## config.mk

```make
export PLATFORM = sky130hd
export DESIGN_NAME = epsilon_greedy_bandit_selector_core
export DESIGN_NICKNAME = d
export VERILOG_FILES = /design/src/hdl/egb_pkg.sv /design/src/hdl/epsilon_greedy_bandit_selector_core.sv /design/src/hdl/egb_mul.sv /design/src/hdl/egb_weight_store.sv
export SDC_FILE = /design/constraint.sdc
export NUM_CORES = 2
export LEC_CHECK = 0
export ABC_CLOCK_PERIOD_IN_PS = 30300
export BUFFER_PORTS_ARGS = -buffer_cell sky130_fd_sc_hd__buf_2
export CORE_UTILIZATION = 65
export CTS_BUF_LIST = sky130_fd_sc_hd__clkbuf_4
export DETAILED_ROUTE_END_ITERATION = 16
export PLACE_DENSITY_LB_ADDON = 0.1
export SLEW_MARGIN = 20
export SYNTH_ARGS = -nofsm -noshare
export SYNTH_HDL_FRONTEND = slang
export SYNTH_HIERARCHICAL = 1
export SYNTH_SLANG_ARGS = --single-unit
export TNS_END_PERCENT = 1
```

## constraint.sdc

```tcl
create_clock -name clock -period 30.3 [get_ports clock]
set_input_delay 3.03 -clock clock [delete_from_list [all_inputs] [get_ports clock]]
set_output_delay 3.03 -clock clock [all_outputs]
set_load 0.01 [all_outputs]
```

## src/hdl/egb_pkg.sv

```systemverilog
// egb_pkg: types, codes and constants shared by the epsilon-greedy bandit selector
// depends on nothing; imported by the top level and the weight store
`default_nettype none

package egb_pkg;

   typedef logic signed [20:0] weight_type;

   localparam weight_type WEIGHT_RESET = 21'sd13107;
   localparam int         W_MAX        = 1048575;
   localparam int         W_MIN        = -1048576;

   // item kinds carried in req_tuser
   localparam logic [1:0] MODE_SELECT = 2'd0;
   localparam logic [1:0] MODE_UPDATE = 2'd1;
   localparam logic [1:0] MODE_RESET  = 2'd2;

   // configuration register indexes
   localparam logic [1:0] CSR_EPSILON        = 2'd0;
   localparam logic [1:0] CSR_NUM_ACTIONS    = 2'd1;
   localparam logic [1:0] CSR_DEFAULT_WEIGHT = 2'd2;

   localparam logic [16:0] EPSILON_RESET     = 17'd0;
   localparam logic [4:0]  NUM_ACTIONS_RESET = 5'd16;

   // ceil(2^28 / 10): exact quotient for dividends below 2^24
   localparam logic [31:0] RECIP_10    = 32'd26843546;
   localparam int          RECIP_SHIFT = 28;

   typedef struct packed {
      logic rd_en;
      logic wr_en;
      logic clear;
   } store_cmd_type;

endpackage

`default_nettype wire

```

## src/hdl/epsilon_greedy_bandit_selector_core.sv

```systemverilog
// epsilon-greedy bandit selector: one item at a time, req_tready high only when idle
// select: four multiplies, a compare and, if greedy, a scan of n weights (one weight read
// per cycle); update: read, calc, mul, write; unused-action update, reset, mode 3: no steps
// the four multiplies of the exploration test share one 32x32 multiplier; an item
// is accepted again in the cycle after its result is loaded into the output register
// synchronous reset; weights read as 0.2 through valid bits, no clearing pass
`default_nettype none

module epsilon_greedy_bandit_selector_core #(
   parameter int MAX_ACTIONS = 16
) (
   input  wire logic        clock,
   input  wire logic        reset,
   input  wire logic        req_tvalid,
   output logic             req_tready,
   // [15:0] rand_fraction, [19:16] rand_action, [23:20] action, [44:24] score, zero above
   input  wire logic [47:0] req_tdata,
   // [1:0] mode
   input  wire logic [1:0]  req_tuser,
   output logic             rsp_tvalid,
   input  wire logic        rsp_tready,
   // [3:0] selected_action, zero above
   output logic      [7:0]  rsp_tdata,
   // [0] explored
   output logic      [0:0]  rsp_tuser,
   input  wire logic        csr_valid,
   output logic             csr_ready,
   input  wire logic [1:0]  csr_index,
   input  wire logic [20:0] csr_data
);

   import egb_pkg::*;

   localparam int IDX_W = (MAX_ACTIONS > 1) ? $clog2(MAX_ACTIONS) : 1;
   localparam int CNT_W = $clog2(MAX_ACTIONS + 1);

   typedef enum logic [3:0] {
      ST_IDLE, ST_MUL_RR, ST_MUL_RRC, ST_MUL_EN, ST_MUL_ENE, ST_CMP, ST_SCAN,
      ST_UPD_RD, ST_UPD_CALC, ST_UPD_MUL, ST_UPD_FIX, ST_DONE
   } state_type;

   state_type        state_ff, state_in;
   logic [16:0]      eps_ff, eps_in;
   logic [4:0]       nact_ff, nact_in;
   weight_type       dflt_ff, dflt_in;
   logic [31:0]      count_ff, count_in;
   logic [15:0]      r_ff, r_in;
   logic [3:0]       ra_ff, ra_in;
   logic [3:0]       act_ff, act_in;
   weight_type       score_ff, score_in;
   logic [63:0]      lhs_ff, lhs_in;
   logic [CNT_W-1:0] rd_idx_ff, rd_idx_in;
   logic [IDX_W-1:0] cmp_idx_ff, cmp_idx_in;
   weight_type       best_ff, best_in;
   logic [IDX_W-1:0] best_idx_ff, best_idx_in;
   logic [23:0]      mag_ff, mag_in;
   logic             neg_ff, neg_in;
   logic [3:0]       sel_ff, sel_in;
   logic             expl_ff, expl_in;
   logic             rsp_valid_ff, rsp_valid_in;
   logic [3:0]       rsp_sel_ff, rsp_sel_in;
   logic             rsp_expl_ff, rsp_expl_in;

   logic [CNT_W-1:0] n_eff;
   logic             req_accept;
   logic [31:0]      mul_a, mul_b;
   logic             mul_en;
   logic [63:0]      prod;
   store_cmd_type    cmd;
   logic [IDX_W-1:0] st_addr;
   weight_type       st_wdata;
   weight_type       rd_data;

   egb_mul u_mul (
      .clock (clock),
      .en    (mul_en),
      .a     (mul_a),
      .b     (mul_b),
      .prod  (prod)
   );

   egb_weight_store #(.DEPTH(MAX_ACTIONS)) u_store (
      .clock      (clock),
      .reset      (reset),
      .cmd        (cmd),
      .addr       (st_addr),
      .wr_data    (st_wdata),
      .fill_value (dflt_ff),
      .rd_data    (rd_data)
   );

   // actions in use, clamped to 1..MAX_ACTIONS
   always_comb begin
      if (nact_ff == 5'd0) begin
         n_eff = CNT_W'(1);
      end else if (32'(nact_ff) > 32'(MAX_ACTIONS)) begin
         n_eff = CNT_W'(MAX_ACTIONS);
      end else begin
         n_eff = CNT_W'(nact_ff);
      end
   end

   assign req_tready = (state_ff == ST_IDLE);
   assign req_accept = req_tvalid && req_tready;
   assign csr_ready  = 1'b1;

   always_comb begin
      logic               take;
      logic signed [25:0] x;
      logic        [25:0] ax;
      logic        [20:0] q;
      logic signed [21:0] qs;

      state_in     = state_ff;
      eps_in       = eps_ff;
      nact_in      = nact_ff;
      dflt_in      = dflt_ff;
      count_in     = count_ff;
      r_in         = r_ff;
      ra_in        = ra_ff;
      act_in       = act_ff;
      score_in     = score_ff;
      lhs_in       = lhs_ff;
      rd_idx_in    = rd_idx_ff;
      cmp_idx_in   = cmp_idx_ff;
      best_in      = best_ff;
      best_idx_in  = best_idx_ff;
      mag_in       = mag_ff;
      neg_in       = neg_ff;
      sel_in       = sel_ff;
      expl_in      = expl_ff;
      rsp_sel_in   = rsp_sel_ff;
      rsp_expl_in  = rsp_expl_ff;
      rsp_valid_in = rsp_valid_ff && !rsp_tready;
      mul_a        = '0;
      mul_b        = '0;
      mul_en       = 1'b0;
      cmd          = '0;
      st_addr      = '0;
      st_wdata     = '0;
      take         = 1'b0;
      x            = '0;
      ax           = '0;
      q            = '0;
      qs           = '0;

      if (csr_valid) begin
         unique case (csr_index)
            CSR_EPSILON:        eps_in  = csr_data[16:0];
            CSR_NUM_ACTIONS:    nact_in = csr_data[4:0];
            CSR_DEFAULT_WEIGHT: dflt_in = csr_data;
            default: ;
         endcase
      end

      unique case (state_ff)
         ST_IDLE: begin
            if (req_accept) begin
               r_in     = req_tdata[15:0];
               ra_in    = req_tdata[19:16];
               act_in   = req_tdata[23:20];
               score_in = req_tdata[44:24];
               sel_in   = 4'd0;
               expl_in  = 1'b0;
               unique case (req_tuser)
                  MODE_SELECT: begin
                     if (count_ff != 32'hFFFF_FFFF) begin
                        count_in = count_ff + 32'd1;
                     end
                     state_in = ST_MUL_RR;
                  end
                  MODE_UPDATE: begin
                     sel_in = req_tdata[23:20];
                     if (32'(req_tdata[23:20]) < 32'(n_eff)) begin
                        state_in = ST_UPD_RD;
                     end else begin
                        state_in = ST_DONE;
                     end
                  end
                  MODE_RESET: begin
                     cmd.clear = 1'b1;
                     count_in  = '0;
                     state_in  = ST_DONE;
                  end
                  default: state_in = ST_DONE;
               endcase
            end
         end
         ST_MUL_RR: begin
            mul_en   = 1'b1;
            mul_a    = 32'(r_ff);
            mul_b    = 32'(r_ff);
            state_in = ST_MUL_RRC;
         end
         ST_MUL_RRC: begin
            mul_en   = 1'b1;
            mul_a    = prod[31:0];
            mul_b    = count_ff;
            state_in = ST_MUL_EN;
         end
         ST_MUL_EN: begin
            lhs_in   = prod;
            mul_en   = 1'b1;
            mul_a    = 32'(eps_ff);
            mul_b    = 32'(n_eff);
            state_in = ST_MUL_ENE;
         end
         ST_MUL_ENE: begin
            mul_en   = 1'b1;
            mul_a    = prod[31:0];
            mul_b    = 32'(eps_ff);
            state_in = ST_CMP;
         end
         ST_CMP: begin
            if (lhs_ff < prod) begin
               expl_in = 1'b1;
               if (32'(ra_ff) > 32'(n_eff) - 32'd1) begin
                  sel_in = 4'(n_eff - CNT_W'(1));
               end else begin
                  sel_in = ra_ff;
               end
               state_in = ST_DONE;
            end else begin
               cmd.rd_en  = 1'b1;
               st_addr    = '0;
               rd_idx_in  = CNT_W'(1);
               cmp_idx_in = '0;
               state_in   = ST_SCAN;
            end
         end
         ST_SCAN: begin
            // first strictly larger weight wins, so ties keep the lower index
            take = (cmp_idx_ff == '0) || (rd_data > best_ff);
            if (take) begin
               best_in     = rd_data;
               best_idx_in = cmp_idx_ff;
            end
            cmd.rd_en = (rd_idx_ff < n_eff);
            st_addr   = rd_idx_ff[IDX_W-1:0];
            rd_idx_in = rd_idx_ff + CNT_W'(1);
            if (CNT_W'(cmp_idx_ff) == n_eff - CNT_W'(1)) begin
               sel_in   = 4'(best_idx_in);
               state_in = ST_DONE;
            end else begin
               cmp_idx_in = cmp_idx_ff + IDX_W'(1);
            end
         end
         ST_UPD_RD: begin
            cmd.rd_en = 1'b1;
            st_addr   = IDX_W'(act_ff);
            state_in  = ST_UPD_CALC;
         end
         ST_UPD_CALC: begin
            // 9*w + score, then magnitude plus half the divisor
            x        = (26'(rd_data) <<< 3) + 26'(rd_data) + 26'(score_ff);
            neg_in   = x[25];
            ax       = x[25] ? 26'(-x) : 26'(x);
            mag_in   = 24'(ax + 26'd5);
            state_in = ST_UPD_MUL;
         end
         ST_UPD_MUL: begin
            mul_en   = 1'b1;
            mul_a    = 32'(mag_ff);
            mul_b    = RECIP_10;
            state_in = ST_UPD_FIX;
         end
         ST_UPD_FIX: begin
            q  = prod[RECIP_SHIFT+20:RECIP_SHIFT];
            qs = neg_ff ? -$signed({1'b0, q}) : $signed({1'b0, q});
            if (qs > 22'(W_MAX)) begin
               st_wdata = 21'(W_MAX);
            end else if (qs < 22'(W_MIN)) begin
               st_wdata = 21'(W_MIN);
            end else begin
               st_wdata = 21'(qs);
            end
            cmd.wr_en = 1'b1;
            st_addr   = IDX_W'(act_ff);
            state_in  = ST_DONE;
         end
         ST_DONE: begin
            if (!rsp_valid_ff || rsp_tready) begin
               rsp_valid_in = 1'b1;
               rsp_sel_in   = sel_ff;
               rsp_expl_in  = expl_ff;
               state_in     = ST_IDLE;
            end
         end
         default: state_in = ST_IDLE;
      endcase
   end

   always_ff @(posedge clock) begin
      if (reset) begin
         state_ff     <= ST_IDLE;
         eps_ff       <= EPSILON_RESET;
         nact_ff      <= NUM_ACTIONS_RESET;
         dflt_ff      <= WEIGHT_RESET;
         count_ff     <= '0;
         rsp_valid_ff <= 1'b0;
      end else begin
         state_ff     <= state_in;
         eps_ff       <= eps_in;
         nact_ff      <= nact_in;
         dflt_ff      <= dflt_in;
         count_ff     <= count_in;
         rsp_valid_ff <= rsp_valid_in;
      end
      r_ff        <= r_in;
      ra_ff       <= ra_in;
      act_ff      <= act_in;
      score_ff    <= score_in;
      lhs_ff      <= lhs_in;
      rd_idx_ff   <= rd_idx_in;
      cmp_idx_ff  <= cmp_idx_in;
      best_ff     <= best_in;
      best_idx_ff <= best_idx_in;
      mag_ff      <= mag_in;
      neg_ff      <= neg_in;
      sel_ff      <= sel_in;
      expl_ff     <= expl_in;
      rsp_sel_ff  <= rsp_sel_in;
      rsp_expl_ff <= rsp_expl_in;
   end

   assign rsp_tvalid = rsp_valid_ff;
   assign rsp_tdata  = {4'd0, rsp_sel_ff};
   assign rsp_tuser  = rsp_expl_ff;

endmodule

`default_nettype wire

```

## src/hdl/egb_mul.sv

```systemverilog
// egb_mul: shared 32 x 32 unsigned multiplier with a registered product
// no package dependency; used by the top level sequencer
`default_nettype none

module egb_mul (
   input  wire logic        clock,
   input  wire logic        en,
   input  wire logic [31:0] a,
   input  wire logic [31:0] b,
   output logic      [63:0] prod
);

   logic [63:0] prod_ff;

   always_ff @(posedge clock) begin
      if (en) begin
         prod_ff <= 64'(a) * 64'(b);
      end
   end

   assign prod = prod_ff;

endmodule

`default_nettype wire

```

## src/hdl/egb_weight_store.sv

```systemverilog
// egb_weight_store: action weight memory with per-entry valid bits and a fill value
// depends on egb_pkg; an entry not written since the last clear reads as the fill value
`default_nettype none

module egb_weight_store #(
   parameter  int DEPTH = 16,
   localparam int IDX_W = (DEPTH > 1) ? $clog2(DEPTH) : 1
) (
   input  wire logic                  clock,
   input  wire logic                  reset,
   input  wire egb_pkg::store_cmd_type cmd,
   input  wire logic [IDX_W-1:0]      addr,
   input  wire egb_pkg::weight_type   wr_data,
   input  wire egb_pkg::weight_type   fill_value,
   output egb_pkg::weight_type        rd_data
);

   import egb_pkg::*;

   weight_type       mem [DEPTH];
   logic [DEPTH-1:0] valid_ff;
   weight_type       fill_ff;
   weight_type       rd_q_ff;
   logic             rd_hit_ff;

   always_ff @(posedge clock) begin
      if (reset) begin
         valid_ff <= '0;
         fill_ff  <= WEIGHT_RESET;
      end else if (cmd.clear) begin
         valid_ff <= '0;
         fill_ff  <= fill_value;
      end else if (cmd.wr_en) begin
         valid_ff[addr] <= 1'b1;
      end
   end

   always_ff @(posedge clock) begin
      if (cmd.wr_en) begin
         mem[addr] <= wr_data;
      end
      if (cmd.rd_en) begin
         rd_q_ff   <= mem[addr];
         rd_hit_ff <= valid_ff[addr];
      end
   end

   assign rd_data = rd_hit_ff ? rd_q_ff : fill_ff;

endmodule

`default_nettype wire

```

==> impl_metrics.py <==
metrics = {
    "placement": {
        "hpwlAfterDp_um": 125000,
        "preCtsSetupSlack_ns": 19.23,
        "gp_congestion": 0.978,
        "io_buffers": 81,
    },
    "sta": {
        "slew_violations": 0,
        "worst_slew_pin_slew_ns": 1.09,
        "final-setup-viol-count": 0,
        "fmax_mhz": 88.9,
        "min_period_over_period_pct": 37.1,
        "worst_slack_ns": 19.05,
        "rsz0062_at_grt": "no",
        "hold_viol": 0,
        "tns_ns": 0,
        "finClkSkew_ns": 0.0709,
        "post-route-min-period_ns": 11.25,
        "slew_headroom_pct": 26.9,
    },
    "final_layout": {
        "nFillCells": 7623,
        "area_growth_pct": 6.20,
        "seq_area_um2": 20400,
        "multi_input_area_um2": 41700,
        "drive_gt1_share_pct": 10.6,
        "final_nets": 7710,
    },
    "detailed_routing": {
        "first_iter_violations": 4115,
        "drc": 0,
        "viasPerCell": 5.95,
        "drtPass1Iterations": 8,
        "routed_wl_um": 169000,
        "ant_nets": 0,
        "avgRoutedWirePerCell_um": 21.6,
        "num_vias": 46500,
    },
    "yosys": {
        "synth_top_area_share_pct": 27.4,
        "syn_area_um2": 67100,
        "ys.flop_type": "edfxtp_1",
        "netlist_top_cells_count": "1073 x inv_1, 917 x fa_1, 704 x nand2_1, 600 x edfxtp_1, 597 x and2_1",
        "yosysSeqAreaShare_pct": 30.4,
        "yosysMostFrequentCell": "inv_1",
        "synthArstFlopShare_pct": 0,
        "ys_types": 100,
        "synth-edff-count": 600,
        "netlist_top_cells_area": "fa_1 27%, edfxtp_1 27%, ha_1 7.3%",
        "yosysTopAreaCell": "fa_1",
        "yosys_warnings": 6,
        "synth_area_per_cell_um2": 10.7,
        "synth_cells": 6292,
        "ys_ff_latch": 717,
    },
    "die": {
        "die_h_um": 323,
        "num_io_pins": 90,
        "die_area_um2": 104000,
        "core_um2": 102000,
        "die_x_um": 323,
        "start_util_pct": 65.7,
        "row_count": 117,
    },
    "hold_path": {
        "hold_path.class": "flop to flop",
        "worstHoldEndpoint": "rsp_sel_ff[2]",
        "hold_path.startpoint": "sel_ff[2]",
        "holdPathStages": 0,
    },
    "global_routing": {
        "grt_pass1_vias": 47900,
        "grt_overflow": 0,
        "grt_pass1_wl_um": 270000,
        "antenna_found_initial": 4,
        "grtUsageTotal_pct": 34.1,
        "grt_max_degree": 77,
    },
    "setup_path": {
        "cp_max_fo": 76,
        "reg2reg_slack_ns": 19.05,
        "cp-start-kind": "flop",
        "criticalPathCategory": "flop to flop",
        "path_common_cell": "fa_1",
        "r2r-end": "u_mul/prod[60]",
        "r2r.worst_path.cells": 28,
        "r2r-start": "state_ff[0]",
        "cp.arrival_ns": 12.04,
        "max_stage_delay_ns": 0.84,
        "cp_slowest_cell": "buf_4",
        "worst-endpoint-required_ns": 31.09,
        "end_kind": "flop",
    },
    "clock_tree": {
        "cts-buffers-inserted": 166,
        "clk_latency_ns": 1.09,
        "h-tree-depth": 4,
        "ctsLongestPathBuffers": 3,
        "ctsHoldBuffers": 0,
        "cts.sinks": 717,
        "postCtsSetupRepairBufs": 0,
        "cts-root-buf": "clkbuf_4",
        "cts_tree": "done",
        "clk_pin_slew_worst_paths_ns": 0.07,
        "cts-resized-gates": 0,
    },
    "pwr": {
        "p_per_area_nw_per_um2": 67.9,
        "power_leakage_uw": 0.0313,
        "irDropWorstVdd_v": 0.0000997,
    },
    "outcome": {
        "outcome": "completed",
    },
    "flow_run": {
        "max_cap_violations": 0,
    },
}
[layout make-up]
cell class	count	area share (%)
Multi-Input combinational cell	4178	58.6
Antenna cell	6	0.0211
Inverter	1074	5.66
Clock buffer	245	2.58
Sequential cell	717	28.6
Tap cell	1368	2.40
Timing Repair Buffer	185	1.67
Clock inverter	53	0.516
[sequential cells by signal, indices dropped and copies added (netlist names), 17 cells and up]
| name | count |
|---|---|
| count_ff | 32 |
| mag_ff | 24 |
| lhs_ff | 64 |
| best_ff | 21 |
| u_store/mem | 336 |
| u_store/rd_q_ff | 21 |
| u_store/fill_ff | 21 |
| dflt_ff | 21 |
| u_mul/prod | 64 |
| eps_ff | 17 |
| score_ff | 21 |
[cells in the final DEF, fill, tap and decap left out, types with 51 or more instances in the layout]
| master | netlist | layout |
|---|---|---|
| inv_1 | 1073 | 1071 |
| a22oi_1 | 56 | 56 |
| a21o_1 | 80 | 78 |
| nand2_1 | 704 | 704 |
| xor2_1 | 59 | 59 |
| xnor2_1 | 107 | 107 |
| nand3_1 | 56 | 56 |
| edfxtp_1 | 600 | 600 |
| clkbuf_4 | 0 | 245 |
| buf_2 | 18 | 81 |
| o21ai_0 | 133 | 105 |
| ha_1 | 393 | 393 |
| nor2_1 | 181 | 156 |
| nand4_1 | 51 | 51 |
| fa_1 | 917 | 917 |
| and2_1 | 597 | 597 |
| buf_4 | 11 | 104 |
| dfxtp_1 | 117 | 117 |
| a21oi_1 | 181 | 179 |
| mux4_2 | 88 | 88 |
[critical path, delay by kind of cell (launching register included)]
family / cells / cell delay (ns)
adders and majority gates: 9 / 4.60
and+or+nand+nor: 6 / 2.22
DFF: 1 / 0.78
AOI/OAI and AO/OA: 6 / 1.72
buffers and inverters: 6 / 1.49
xor gates and xnor gates: 1 / 0.15
[report_power, final]
| group | internal (µW) | total (µW) | switching (µW) |
|---|---|---|---|
| registers | 1280 | 1370 | 80.4 |
| clock network | 403 | 808 | 406 |
| logic | 876 | 2670 | 1790 |
[worst max path at each step]
stage	startpoint	endpoint	slack, ns	depth (start not counted)
final	state_ff[0]	u_mul/prod[60]	19.05	28
after CTS	state_ff[0]	u_mul/prod[60]	19.21	28
after detailed placement	state_ff[0]	u_mul/prod[60]	19.23	28
after floorplan	state_ff[3]	u_mul/prod[58]	19.74	29
after global placement	state_ff[0]	u_mul/prod[57]	19.29	30
after global routing	state_ff[0]	u_mul/prod[57]	18.47	30
[stage by stage]
stage | total power, µW | util (%) | hold slack [ns] | area [µm²] | instances
after floorplan | 3170 | - | 0.400 | 67100 | 6295
after global placement | 3970 | 67.6 | 0.403 | 69000 | 7522
after detailed placement | 4010 | 67.6 | 0.405 | 69000 | 7522
after CTS | 4830 | 69.8 | 0.422 | 71200 | 7820
after global routing | 5200 | 69.8 | 0.432 | 71200 | 7826
final | 4840 | 69.8 | 0.421 | 71200 | 7826
[layer usage]
metal | global-route usage (%) | part of all wire, %
met1 | 49.1 | 42
met2 | 52.8 | 46
met3 | 5.59 | 8.8
met4 | 11.9 | 3.3
met5 | 0 | 0
[kinds of logic (layout without fill, tap and decap cells)]
| kind of cell | count (synthesis) | after routing | synth area share, % |
|---|---|---|---|
| other | 2 | 11 | 0.0112 |
| XOR/XNOR | 166 | 166 | 2.17 |
| AND/OR/NAND/NOR | 1848 | 1848 | 14.0 |
| multiplexers | 137 | 137 | 3.73 |
| buffers and inverters | 1400 | 1557 | 7.95 |
| flip-flops | 717 | 717 | 30.4 |
| AO/OA/AOI/OAI | 712 | 712 | 7.13 |
| adder cells (fa/ha/maj) | 1310 | 1310 | 34.7 |
No activity file was read; power rests on OpenSTA's default activity.
